<file path="config.mk">
export PLATFORM = sky130hd
export DESIGN_NAME = satl_probe
export DESIGN_NICKNAME = d
export VERILOG_FILES = /design/src/satl_pkg.sv /design/src/satl_probe.sv
export SDC_FILE = /design/constraint.sdc
export NUM_CORES = 1
export LEC_CHECK = 0
export ABC_CLOCK_PERIOD_IN_PS = 1600
export BUFFER_PORTS_ARGS = -buffer_cell sky130_fd_sc_hd__buf_2
export CORE_MARGIN = 2
export CORE_UTILIZATION = 38
export DETAILED_ROUTE_END_ITERATION = 6
export PLACE_DENSITY = 0.85
export SYNTH_ARGS = -nofsm -noshare
export SYNTH_HDL_FRONTEND = slang
export SYNTH_SLANG_ARGS = --single-unit
</file>
<file path="constraint.sdc">
create_clock -name vclk -period 1.6
set_input_delay 0.08 -clock vclk [all_inputs]
set_output_delay 0.08 -clock vclk [all_outputs]
set_load 0.01 [all_outputs]
</file>
<file path="src/satl_pkg.sv">
package satl_pkg;

  localparam int IN_TDATA_W  = 32;
  localparam int OUT_TDATA_W = 72;
  localparam int COUNT_W     = 32;
  localparam int LFSR_W      = 16;
  localparam int WAY_IDX_W   = 4;
  localparam int WAY_OUT_W   = 2;

  localparam logic [LFSR_W-1:0]  LFSR_SEED = 16'hACE1;
  localparam logic [COUNT_W-1:0] COUNT_MAX = '1;

  typedef struct packed {
    logic                 hit;
    logic [WAY_IDX_W-1:0] hit_way;
    logic                 free;
    logic [WAY_IDX_W-1:0] free_way;
  } probe_t;

  function automatic int floor_log2(input int v);
    int b;
    int x;
    b = 0;
    x = v;
    for (int i = 0; i < 31; i++) begin
      if (x > 1) begin
        x = x >>> 1;
        b = b + 1;
      end
    end
    return b;
  endfunction

  function automatic logic [LFSR_W-1:0] lfsr_next(input logic [LFSR_W-1:0] s);
    return {s[0] ^ s[2] ^ s[3] ^ s[5], s[LFSR_W-1:1]};
  endfunction

endpackage

</file>
<file path="src/satl_probe.sv">
module satl_probe #(
  parameter int WAYS  = 4,
  parameter int TAG_W = 18
) (
  input  logic [WAYS*TAG_W-1:0] row_tags,
  input  logic [WAYS-1:0]       row_valid,
  input  logic [TAG_W-1:0]      tag,
  output satl_pkg::probe_t      probe
);

  always_comb begin
    probe = '0;
    for (int w = WAYS - 1; w >= 0; w--) begin
      if (row_valid[w] && (row_tags[w*TAG_W +: TAG_W] == tag)) begin
        probe.hit     = 1'b1;
        probe.hit_way = satl_pkg::WAY_IDX_W'(w);
      end
      if (!row_valid[w]) begin
        probe.free     = 1'b1;
        probe.free_way = satl_pkg::WAY_IDX_W'(w);
      end
    end
  end

endmodule

</file>
# Yosys cells after proc, flatten, opt, wreduce, memory -nomap -nowiden
# Cells that the tools add are included.
# Widths: inputs -> output; s select.
# word_totals
ff_bits	0
latch_bits	0
mem_bits_rw	0
rom_bits	0
input_bits	94
elab_cells	16
mem_count	0
# op_classes
add_sub_neg	0
n_mul	0
div_mod_pow	0
n_lt_le_gt_ge	0
n_eq_ne	4
shifts	0
n_mux	8
n_bitwise	0
reduce_logical	4
# ops
operator	count
$eq 18x18->1	4
$mux 5	8
$logic_and 1x1->1	4

# Depth between registers and ports, before layout
# Gate-level depths: netlist (run 1).
# logic_depth
ltp_word	6
depth_mapped	6

# Worst setup path before layout (run 1)
# Ideal clock, no wire load.
# synth_timing
path_type	in2out
start	input tag[13]
end	output probe[5] (netlist name)
t_arrival_ns	1.255
t_required_ns	1.520
slack_ns	0.265
cell_stages	6
n_path_buf	1
cell_sequence	clkbuf_1 > xnor2_1 > nand4_1 > nor4_4 > o211ai_1 > a22oi_1
# synth_rtl
item	line	source
start: declaration	satl_probe.sv:7	input logic [TAG_W-1:0] tag,
end: declaration	satl_probe.sv:8	output satl_pkg::probe_t probe

==> flow_summary.yaml, run 1 <==
placed_design:
  place.port_buffers: 100
  place.gp.congestion: 0.869
  hpwlAfterDp_um: 2880
  pre_cts_slack_ns: 0.0563
  dpl-instance-area_um2: 1480
logic_synthesis:
  synth_most_common_cell: "xnor2_1"
  postSynthAreaPerCell_um2: 8.25
  ys_top_cells_by_count: "xnor2_1 (59), nand4_1 (17), xor2_1 (9)"
  synth_top_cell_by_area: "xnor2_1"
  ys_types: 22
  yosys-top-cells-area: "xnor2_1 (50%), nand4_1 (10%), xor2_1 (7.6%), xnor2_2 (6.3%), buf_6 (5.5%)"
  netlist_area_um2: 1030
  ys_warn_count: 0
  synth_top_cell_area_share_pct: 50.1
  synth_cells: 125
  ys_seq_area_share_pct: 0
detailed_routing:
  ant_nets: 0
  vias: 1171
  wire_per_inst_um: 13.1
  viasPerCell: 4.72
  routed_wl_um: 3250
  drc_errors: 0
  drt_iter0_markers: 20
  dr.pass1.iters: 4
outcome:
  status: "finished, final reports clean"
sta:
  setup_viol: 0
  hold_viol: 0
  rsz0062_at_grt: "yes"
  timing.fmax_mhz: 652
  drv_slew: 0
  fin_crit_sh_pct: 95.9
  layout_min_cycle_time_ns: 1.53
  fin_ws_ns: 0.0656
grt:
  overflow: 0
  grt_pass1_wl_um: 4820
  antenna_found_initial: 0
  grt_max_degree: 5
  grt_pass1_vias: 1196
  grt_usage_pct: 18.7
cells_and_area:
  num-clock-buffers: 0
  fin_area_um2: 1620
  area_growth_pct: 56.7
  seq_cells: 0
  n_fill_cell: 249
  regArea_um2: 0
  antenna_cells: 0
  nets: 314
  drive_gt1_share_pct: 55.0
hold_path:
  min_path_type: "in2out"
  whs_path_depth: 3
setup_path:
  cp-endpoint: "probe[5]"
  cp_max_fo: 4
  endpoint_kind: "output port"
  cp_data_arrival_time_ns: 1.45
  criticalPathCategory: "in2out"
  cp-startpoint: "tag[15]"
  required_ns: 1.52
  critPathLaunchType: "input port"
die:
  dieArea_um2: 3150
  initial_core_util_pct: 40.9
  row_count: 18
  core_area_um2: 2520
  die_w_um: 56.1
  die_height_um: 56.1
  pin_count: 104
clocking:
  cts_hold_buffers: 0
power_and_ir_drop:
  p_per_area_nw_per_um2: 264
  max-vdd-ir-drop_mv: 0.159
  leakagePower_nw: 0.746
flow_run:
  max-cap-violations: 0
==> report_power, final <==
| group | switching [W] | internal, W |
|---|---|---|
| Sequential | 0 | 0 |
| Combinational | 0.000179 | 0.000247 |
| Clock | 0 | 0 |
| Total | 0.000179 | 0.000247 |
==> metal layers <==
layer / part of all wire [%] / global-route usage [%] / routed length [um]
met1: 36 / 19.5 / 1170
met5: 0 / 0 / 0
met4: 0 / 1.02 / 0
met3: 8.1 / 3.02 / 264
met2: 56 / 39.5 / 1820
==> per-stage QoR <==
stage	utilization [%]	TNS, ns	hold slack (ns)	std cells	total power, W
after floorplan	-	0	0.237	128	0.000238
after global placement	58.5	0	0.458	244	0.000381
after detailed placement	58.5	0	0.457	244	0.000388
after CTS	58.5	0	0.457	244	0.000389
after global routing	64.0	-0.00692	0.487	248	0.000465
final	64.0	0	0.461	248	0.000426
==> worst min path at each step <==
stage	from	to
2_1_floorplan	row_valid[2]	probe[1]
3_3_place_gp	row_valid[3]	probe[1]
3_5_place_dp	row_valid[2]	probe[1]
4_1_cts	row_valid[2]	probe[1]
5_1_grt	row_valid[2]	probe[1]
6_report	row_valid[2]	probe[4]
==> worst max-delay path, cell delays in order <==
cell      delay [ns]
buf_2           0.15
xnor2_2         0.15
nand4_1         0.11
or4_4           0.53
o211ai_1        0.18
a22oi_1         0.09
buf_2           0.16
==> area by class of cell <==
type               instances  area, um2  area share [%]
well taps                 30       37.5            2.32
repair buffers           106        598            37.0
multi-input cells        112        980            60.7
==> cell usage in the layout, fill, tap and decap left out, types with 2 or more instances in the layout <==
master and count:
xnor2_2 9, buf_8 2, xor2_1 9, nor3_1 3
buf_2 93, conb_1 4, nand4_1 17, a22oi_1 2
buf_4 7, buf_6 2, nor4_1 2, xnor2_1 53
nand2_1 3
==> cell families (layout without fill, tap and decap cells) <==
| kind of cell | after synthesis | count (layout) | share of synthesized area, % |
|---|---|---|---|
| XOR/XNOR | 72 | 72 | 64.1 |
| AND/OR/NAND/NOR | 30 | 30 | 19.2 |
| buffers and inverters | 16 | 106 | 11.5 |
| AO/OA/AOI/OAI | 6 | 6 | 4.85 |
| other | 1 | 4 | 0.364 |
==> timing repair <==
item / in CTS / in global routing
setup endpoints to repair: 0 / 1
setup buffers: 0 / 4
gates resized for setup: 0 / 28
Power figures use the tool's default switching activity.
==> inputs of run 2 (changes only) <==
--- a/config.mk
+++ b/config.mk
@@ -5,7 +5,7 @@
 export SDC_FILE = /design/constraint.sdc
 export NUM_CORES = 1
 export LEC_CHECK = 0
-export ABC_CLOCK_PERIOD_IN_PS = 1600
+export ABC_CLOCK_PERIOD_IN_PS = 1700
 export BUFFER_PORTS_ARGS = -buffer_cell sky130_fd_sc_hd__buf_2
 export CORE_MARGIN = 2
 export CORE_UTILIZATION = 38
==> constraint.sdc (replaced) <==
create_clock -name vclk -period 1.7
set_input_delay 0.085 -clock vclk [all_inputs]
set_output_delay 0.085 -clock vclk [all_outputs]
set_load 0.01 [all_outputs]
==> flow_summary.yaml, run 2 (synthesis gave the netlist of run 1 again) <==
sta:
  setup_viol: 0
  tns_ns: 0
  timing.fmax_mhz: 640
  drv_slew: 0
  layout_min_cycle_time_ns: 1.56
  rsz0062_at_grt: "no"
  fin_crit_sh_pct: 91.9
  hold_viol: 0
cells_and_area:
  drive_gt1_share_pct: 50.9
  final_common_cell: "buf_2"
  regArea_um2: 0
  nets: 308
  area_growth_pct: 41.7
  stdcell_count: 242
  antenna_cells: 0
  mostFrequentLayoutCells: "buf_2 (100), xnor2_1 (59), nand4_1 (17)"
  num-clock-buffers: 0
  seq_cells: 0
  n_fill_cell: 248
flow_run:
  max-cap-violations: 0
die:
  pin_count: 104
  die_height_um: 56.1
  die_w_um: 56.1
  core_area_um2: 2520
  initial_core_util_pct: 40.9
  dieArea_um2: 3150
  row_count: 18
clocking:
  cts_setup_buffers: 0
  cts_hold_buffers: 0
  cts_resized: 0
setup_path:
  endpoint_kind: "output port"
  cp_max_fo: 4
  required_ns: 1.62
  criticalPathCategory: "in2out"
  cp_data_arrival_time_ns: 1.48
  critPathLaunchType: "input port"
power_and_ir_drop:
  leakagePower_nw: 0.662
  max-vdd-ir-drop_mv: 0.151
  p_per_area_nw_per_um2: 246
grt:
  antenna_found_initial: 0
  grt_max_degree: 5
  grt_pass1_vias: 1099
  overflow: 0
  grt_usage_pct: 18.1
  grt_pass1_wl_um: 4720
detailed_routing:
  wire_per_inst_um: 12.2
  drt_iter0_markers: 8
  drc_errors: 0
  routed_wl_um: 2950
  vias: 1146
  dr.pass1.iters: 4
  ant_nets: 0
  viasPerCell: 4.74
placed_design:
  place_inst: 242
  place.gp.congestion: 0.857
  place.port_buffers: 100
  hpwlAfterDp_um: 2790
hold_path:
  min_path_type: "in2out"
outcome:
  status: "finished, final reports clean"
[run 2: cell types whose count changed in the layout (fill, tap and decap cells not counted), sizes merged]
cell | previous run | this run
buf | 105 | 100
clkbuf | 1 | 0
[run 2: critical path: stages]
cell	delay, ns
buf_2	0.15
xnor2_1	0.17
nand4_1	0.13
nor4_1	0.47
a22oi_1	0.16
nor2b_2	0.18
buf_2	0.14
[run 2: per-layer routing]
layer  routed length (um)  up-vias  track usage [%]  share of wire [%]
li1                     -      586                -                  -
met3                  256        0             2.79                8.7
met5                    0        -                0                  0
met1                 1140      506             20.6                 39
met4                    0        0                0                  0
met2                 1550       54             36.8                 53
[run 2: layout make-up]
| type | count | area, um2 | area share (%) |
|---|---|---|---|
| multi-input combinational | 112 | 923 | 63.2 |
| tap | 30 | 37.5 | 2.57 |
| timing repair buffer | 100 | 500 | 34.2 |
[run 2: per-stage QoR]
step / hold WS [ns] / setup WS (ns) / area [um2] / power (W) / util (%)
2_1_floorplan: 0.247 / 0.355 / 1040 / 0.000224 / -
3_3_place_gp: 0.468 / 0.164 / 1460 / 0.000358 / 57.9
3_5_place_dp: 0.477 / 0.144 / 1460 / 0.000362 / 57.9
4_1_cts: 0.477 / 0.148 / 1460 / 0.000364 / 57.9
5_1_grt: 0.499 / 0.0217 / 1460 / 0.000394 / 57.9
6_report: 0.474 / 0.138 / 1460 / 0.000359 / 57.9
[run 2: report_power, final]
| group | switching (W) | internal [W] |
|---|---|---|
| Sequential | 0 | 0 |
| Clock | 0 | 0 |
| Combinational | 0.000156 | 0.000203 |
[run 2: worst paths after layout]
| path | from | to | slack, ns | cells past startpoint |
|---|---|---|---|---|
| max | tag[4] | probe[6] | 0.14 | 7 |
| min | row_valid[2] | probe[4] | 0.47 | 3 |
