<file path="src/satl_pkg.sv">
package satl_pkg;

  localparam int IN_TDATA_W  = 32;
  localparam int OUT_TDATA_W = 72;
  localparam int COUNT_W     = 32;
  localparam int LFSR_W      = 16;
  localparam int WAY_IDX_W   = 4;
  localparam int WAY_OUT_W   = 2;

  localparam logic [LFSR_W-1:0]  LFSR_SEED = 16'hACE1;
  localparam logic [COUNT_W-1:0] COUNT_MAX = '1;

  typedef struct packed {
    logic                 hit;
    logic [WAY_IDX_W-1:0] hit_way;
    logic                 free;
    logic [WAY_IDX_W-1:0] free_way;
  } probe_t;

  function automatic int floor_log2(input int v);
    int b;
    int x;
    b = 0;
    x = v;
    for (int i = 0; i < 31; i++) begin
      if (x > 1) begin
        x = x >>> 1;
        b = b + 1;
      end
    end
    return b;
  endfunction

  function automatic logic [LFSR_W-1:0] lfsr_next(input logic [LFSR_W-1:0] s);
    return {s[0] ^ s[2] ^ s[3] ^ s[5], s[LFSR_W-1:1]};
  endfunction

endpackage

</file>
<file path="src/satl_victim.sv">
module satl_victim #(
  parameter int WAYS = 4
) (
  input  logic                                  clk,
  input  logic                                  rst,
  input  logic                                  advance,
  output logic [((WAYS > 1) ? $clog2(WAYS) : 1)-1:0] victim_way
);

  localparam int WAY_W = (WAYS > 1) ? $clog2(WAYS) : 1;
  localparam int SUM_W = WAY_W + 2;

  logic [satl_pkg::LFSR_W-1:0] lfsr;
  logic [satl_pkg::LFSR_W-1:0] lfsr_next;
  logic [WAY_W-1:0]            res_tab [4][16];
  logic [SUM_W-1:0]            res_sum;
  logic [SUM_W-1:0]            res_half;

  for (genvar k = 0; k < 4; k++) begin : g_pos
    for (genvar n = 0; n < 16; n++) begin : g_dig
      localparam int Res = (n * (1 << (4 * k))) % WAYS;
      assign res_tab[k][n] = WAY_W'(Res);
    end
  end

  assign lfsr_next = satl_pkg::lfsr_next(lfsr);

  always_comb begin
    res_sum = SUM_W'(res_tab[0][lfsr_next[3:0]]) + SUM_W'(res_tab[1][lfsr_next[7:4]])
            + SUM_W'(res_tab[2][lfsr_next[11:8]]) + SUM_W'(res_tab[3][lfsr_next[15:12]]);
    res_half = (res_sum >= SUM_W'(2 * WAYS)) ? res_sum - SUM_W'(2 * WAYS) : res_sum;
    victim_way = (res_half >= SUM_W'(WAYS)) ? WAY_W'(res_half - SUM_W'(WAYS))
                                            : WAY_W'(res_half);
  end

  always_ff @(posedge clk) begin
    if (rst) begin
      lfsr <= satl_pkg::LFSR_SEED;
    end else if (advance) begin
      lfsr <= lfsr_next;
    end
  end

endmodule

</file>
<file path="config.mk">
export PLATFORM = sky130hd
export DESIGN_NAME = satl_victim
export DESIGN_NICKNAME = d
export VERILOG_FILES = /design/src/satl_pkg.sv /design/src/satl_victim.sv
export SDC_FILE = /design/constraint.sdc
export NUM_CORES = 1
export LEC_CHECK = 0
export BUFFER_PORTS_ARGS = -buffer_cell sky130_fd_sc_hd__buf_2
export CORE_MARGIN = 5
export CORE_UTILIZATION = 45
export DETAILED_ROUTE_END_ITERATION = 8
export MAX_ROUTING_LAYER = met4
export SLEW_MARGIN = 20
export SYNTH_ARGS = -nofsm -noshare
export SYNTH_HDL_FRONTEND = slang
export SYNTH_SLANG_ARGS = --single-unit
</file>
<file path="constraint.sdc">
create_clock -name clk -period 2.05 [get_ports clk]
set_input_delay 0.5125 -clock clk [delete_from_list [all_inputs] [get_ports clk]]
set_output_delay 0.5125 -clock clk [all_outputs]
set_load 0.005 [all_outputs]
</file>
== Word-level counts from Yosys, hierarchy flattened ==
Memories as Yosys holds them, arrays and structs flattened.
Cells that the tools add are included.

* ROM bits: 128
* Word-level logic and storage cells: 33
* Output and inout bits: 2
* Flip-flop bits (word level): 16
* Memories kept: 4

* Bitwise logic cells: 7
* Muxes and demuxes: 10
* $add $sub $neg: 5
* Magnitude comparators: 6

{| class="wikitable"
|+ Memories
! memory !! words !! bits a word !! read ports !! clocked after memory_dff !! wr ports !! line !! source
|-
| (name not given) || 16 || 2 || 1 || 0 || 0 || satl_victim.sv:30 || <nowiki>+ SUM_W'(res_tab[2][lfsr_next[11:8]]) + SUM_W'(res_tab[3][lfsr_next[15:12]]);</nowiki>
|-
| (name not given) || 16 || 2 || 1 || 0 || 0 || satl_victim.sv:30 ||
|-
| (name not given) || 16 || 2 || 1 || 0 || 0 || satl_victim.sv:29 || <nowiki>res_sum = SUM_W'(res_tab[0][lfsr_next[3:0]]) + SUM_W'(res_tab[1][lfsr_next[7:4]])</nowiki>
|-
| (name not given) || 16 || 2 || 1 || 0 || 0 || satl_victim.sv:29 ||
|}

{| class="wikitable"
|+ Operator list
! cell !! number
|-
| 5-bit >= comparator (second input constant) || 4
|-
| 4-bit inverter with 5-bit output || 4
|-
| 2-bit 2-to-1 mux || 9
|-
| 3-bit by 2-bit adder with 4-bit output || 1
|-
| 4-bit by 2-bit adder with 4-bit output || 1
|-
| 4-bit by 3-bit >= comparator with 1-bit output (second input constant) || 1
|-
| 4-bit >= comparator (second input constant) || 1
|-
| 4-bit 2-to-1 mux || 1
|-
| 4-bit subtractor (second input constant) || 1
|-
| 2-bit by 2-bit adder with 3-bit output || 1
|-
| 1-bit bitwise XOR || 3
|-
| 2-bit by 1-bit subtractor with 2-bit output (second input constant) || 1
|}

== Depth between registers and ports, before layout ==
* Depth in word-level cells: 12
* Depth in mapped cells: 4

== Worst setup path after synthesis ==
OpenSTA, ideal clock, no wires.

* Path kind: input-to-reg
* Start point: input port advance
* End point: register lfsr[15] (netlist name)
* Required time: 1.924 ns
* Stages on the path: 4
* Arrival: 0.988 ns
* Buffers on the path: 2
* Slack: 0.936 ns
* Library setup time: 0.126 ns
* Cells stage by stage: buf_6 -> buf_12 -> nor3_1 -> a31oi_1

{| class="wikitable"
|+ RTL lines
! what !! line !! source
|-
| start, declared || satl_victim.sv:6 || <nowiki>input logic advance,</nowiki>
|-
| end signal, assigned || satl_victim.sv:38 || <nowiki>lfsr <= satl_pkg::LFSR_SEED;</nowiki>
|-
| end signal, assigned || satl_victim.sv:40 || <nowiki>lfsr <= lfsr_next;</nowiki>
|-
| end, declared || satl_victim.sv:13 || <nowiki>logic [satl_pkg::LFSR_W-1:0] lfsr;</nowiki>
|}

== Worst setup path after layout ==
* Start point: register lfsr[2] (netlist name)
* End point: output port victim_way[1] (netlist name)

* Word-level cells in the longest chain between the ends: 12
* Elaborated cells on any way between the ends: 20
* Classes of those cells: add/sub: 5; order compare: 2; mux: 6; bitwise: 5; memory: 2

{| class="wikitable"
|+ Ends and longest elaborated chain
! what !! line !! source
|-
| parallel branches: the longest is 7 deep, another holds 3-bit by 2-bit adder with 4-bit output || -- ||
|-
| 4-bit by 2-bit adder with 4-bit output (*) || satl_victim.sv:30 ||
|-
| 4-bit subtractor / 4-bit >= comparator (equally long branches) || satl_victim.sv:31 || <nowiki>res_half = (res_sum >= SUM_W'(2 * WAYS)) ? res_sum - SUM_W'(2 * WAYS) : res_sum;</nowiki>
|-
| 4-bit 2-to-1 mux (*) || satl_victim.sv:31 ||
|-
| 4-bit by 3-bit >= comparator with 1-bit output / 2-bit by 1-bit subtractor with 2-bit output (equally long branches) || satl_victim.sv:32 || <nowiki>victim_way = (res_half >= SUM_W'(WAYS)) ? WAY_W'(res_half - SUM_W'(WAYS))</nowiki>
|-
| 2-bit 2-to-1 mux (*) || satl_victim.sv:32 ||
|-
| end, declared || satl_victim.sv:7 || <nowiki>output logic [((WAYS > 1) ? $clog2(WAYS) : 1)-1:0] victim_way</nowiki>
|}

Mark *: on every way between the ends. The select of a mux whose other input is x is not followed.

==> results by group <==
Worst setup path
  • CP top delay family: flip-flops
  • Reg2Reg Depth: 3
  • Flop2flop setup slack: 1.15 ns
  • Worst R2R End: lfsr[15]
  • Critical-path cell list: buf_2
  • Critical Path Start Type: flip-flop
  • Worst path max stage delay: 0.41 ns
  • Worst R2R Start: lfsr[2]
  • Slowest cell on the critical path: dfxtp_1
  • Buf+Inv Stages, Crit Path: 1
  • CP arrival: 0.83 ns
  • Setup CP Type: flip-flop to primary output
  • Crit path max fanout: 4
  • CP Capture Type: primary output
  • Crit path required time: 1.54 ns

Die
  • Die height: 47.55 um
  • Die area: 2261 um^2
  • Die width: 47.55 um
  • IO Pins: 5
  • Initial Util: 0.4815
  • FP Rows: 13
  • Core area: 1318 um^2

Drt
  • Wire per inst: 11.03 um
  • WL final: 816 um
  • Vias: 357
  • Iter 0 DRT Violations: 0
  • Vias per cell: 4.824
  • Detailed Routing Iterations Pass 1: 1
  • Residual DRC: 0
  • Detail Route Antenna Nets: 0

STA
  • Unrepaired setup endpoints after global routing: false
  • Setup TNS Final: 0 ns
  • F_max: 744.0 MHz
  • Finish-stage setup viols: 0
  • Min cycle time layout: 1.344 ns
  • Final period utilization: 0.6557
  • Setup Skew: 0.003008 ns
  • Fin. max-slew vios: 0
  • Relative slew slack: 0.7046
  • Worst-margin pin slew: 0.4431 ns
  • Fin worst setup slack: 0.7059 ns
  • Hold Vio Cnt, Final: 0

Clock network
  • CTS Sinks: 16
  • TritonCTS clock tree: yes
  • CTS-repair resized insts: 0
  • Reg clk slew, reported paths: 0.08 ns
  • CTS max path bufs: 2
  • Clk root buf: clkbuf_4
  • TritonCTS Buffers: 3
  • Max H-tree Level: 1
  • CTS Hold Buffers Added: 0
  • Clk_lat worst skew: 0.27 ns
  • Setup Fix Bufs, Post-CTS: 0

Global route
  • Total GRT Usage: 0.1017
  • Vias in the first global route: 307
  • Largest net degree at the start of global routing: 18
  • Initial antenna violation count: 0
  • Gr ovfl total: 0
  • First-pass GRT wire length: 1449 um

Yosys
  • YS warnings: 0
  • Number of synthesized register bits: 16
  • Synth Cell Area: 634.4 um^2
  • Mean post-synth cell area: 11.13 um^2
  • Mapped Nets: 60
  • Ranking of synthesized cells by area: dfxtp_1, mux2i_1, xnor2_2, nor2_1, nand2_1
  • Sequential area share after synthesis: 0.5049
  • Yosys cell types: 13
  • Synth top area share: 0.5049
  • Synth area leader: dfxtp_1
  • Post-Synthesis Cells: 57

Pwr
  • Lkg Pwr: 0.3073 nW
  • Worst ir drop on vdd: 0.4779 mV
  • Switching share of total power: 0.2249
  • Share of power burned in the clock network: 0.280
  • Internal power: 0.4269 mW
  • Proportion of power drawn by flip-flops and latches: 0.624
  • P per Cell Area: 854.8 nW/um^2
  • Gate power share: 0.095
  • Switching power total: 0.1239 mW

Layout
  • Finished Cell Area: 644.4 um^2
  • Ant diodes: 0
  • Final Util: 0.4891
  • Finished Layout Cells: 74
  • Top Registers: lfsr x16
  • Largest reg by FF count: lfsr
  • Syn-to-layout area delta: 1.578%
  • Number of flip-flops in the largest register: 16
  • Share of cells above drive strength 1: 0.1525
  • Total Nets Final: 64

Place
  • Placement Setup Slack: 0.7143 ns
  • Placed Area: 621.8 um^2
  • PortBufs: 4
  • Final HPWL DP: 548.7 um
  • RePlAce Congestion: 0.6667
  • Placed Cells: 71

Min path
  • Hold WC Path Type: flip-flop to flip-flop
  • WHS Endpoint: lfsr[7]
  • Hold_sp: lfsr[7]
  • WHS Path Cells: 2

Run
  • Max-cap check violation count: 0

Run status
  • Status: complete, no violations
cell usage after synthesis (all sizes together):
master,n
xnor2,3
nand2,7
a31oi,1
clkbuf,1
mux2i,15
dfxtp,16
nor3,1
nor2,8
inv,1
buf,4
through the flow:
stage	total power [mW]	hold slack, ns
finish	0.5508	0.4793
global route	0.5865	0.5103
CTS	0.5637	0.4858
detailed placement	0.4044	0.4634
global placement	0.4039	0.4585
floorplan	0.4014	0.4413
worst max-delay path by stage:
| stage | startpoint | endpoint | slack, ns | depth (start not counted) |
|---|---|---|---|---|
| 2_1_floorplan | advance | lfsr[15] | 0.94 | 4 |
| 3_3_place_gp | advance | lfsr[7] | 0.73 | 3 |
| 3_5_place_dp | advance | lfsr[6] | 0.71 | 3 |
| 4_1_cts | lfsr[2] | victim_way[1] | 0.68 | 1 |
| 5_1_grt | lfsr[2] | victim_way[1] | 0.64 | 1 |
| 6_report | lfsr[2] | victim_way[1] | 0.71 | 1 |
power by group through the flow:
stage	clock [mW]	combinational [mW]	sequential, mW
detailed placement	0	0.0531	0.351
global placement	0	0.0526	0.351
floorplan	0	0.0529	0.349
global route	0.180	0.0593	0.347
finish	0.154	0.0526	0.344
CTS	0.166	0.0535	0.344
metal layers:
layer  wire length [um]  vias up  global-route usage
met1                467      159              0.1380
met2                312        2              0.1096
li1                   -      194                   -
met3                 25        2             0.04511
met4                 11        0             0.08065
met5                  0        -                   -
cells by family (layout without fill, tap and decap cells):
| logic type | Yosys count | after routing | share of synthesized area |
|---|---|---|---|
| AND/OR/NAND/NOR | 16 | 16 | 0.09665 |
| buffers and inverters | 6 | 8 | 0.08676 |
| XOR/XNOR | 3 | 3 | 0.06509 |
| multiplexers | 15 | 15 | 0.2367 |
| flip-flops | 16 | 16 | 0.5049 |
| AO/OA/AOI/OAI | 1 | 1 | 0.009868 |
cells in the final DEF (no fill, tap or decap):
cell type	Yosys	layout
nand2_1	7	7
buf_2	0	4
dfxtp_1	16	16
clkbuf_4	0	3
nor3_1	1	1
xnor2_2	2	2
mux2i_1	15	15
inv_1	1	1
a31oi_1	1	1
xnor2_1	1	1
nor2_1	8	8
layout make-up:
cell class	instances	area, um^2
Fill cell	122	673.1
Sequential cell	16	320.3
Multi-Input combinational cell	35	259.0
Clock buffer	3	22.52
Timing Repair Buffer	4	20.02
Tap cell	15	18.77
Inverter	1	3.754
Note: power is estimated with default switching activity, not from simulation.
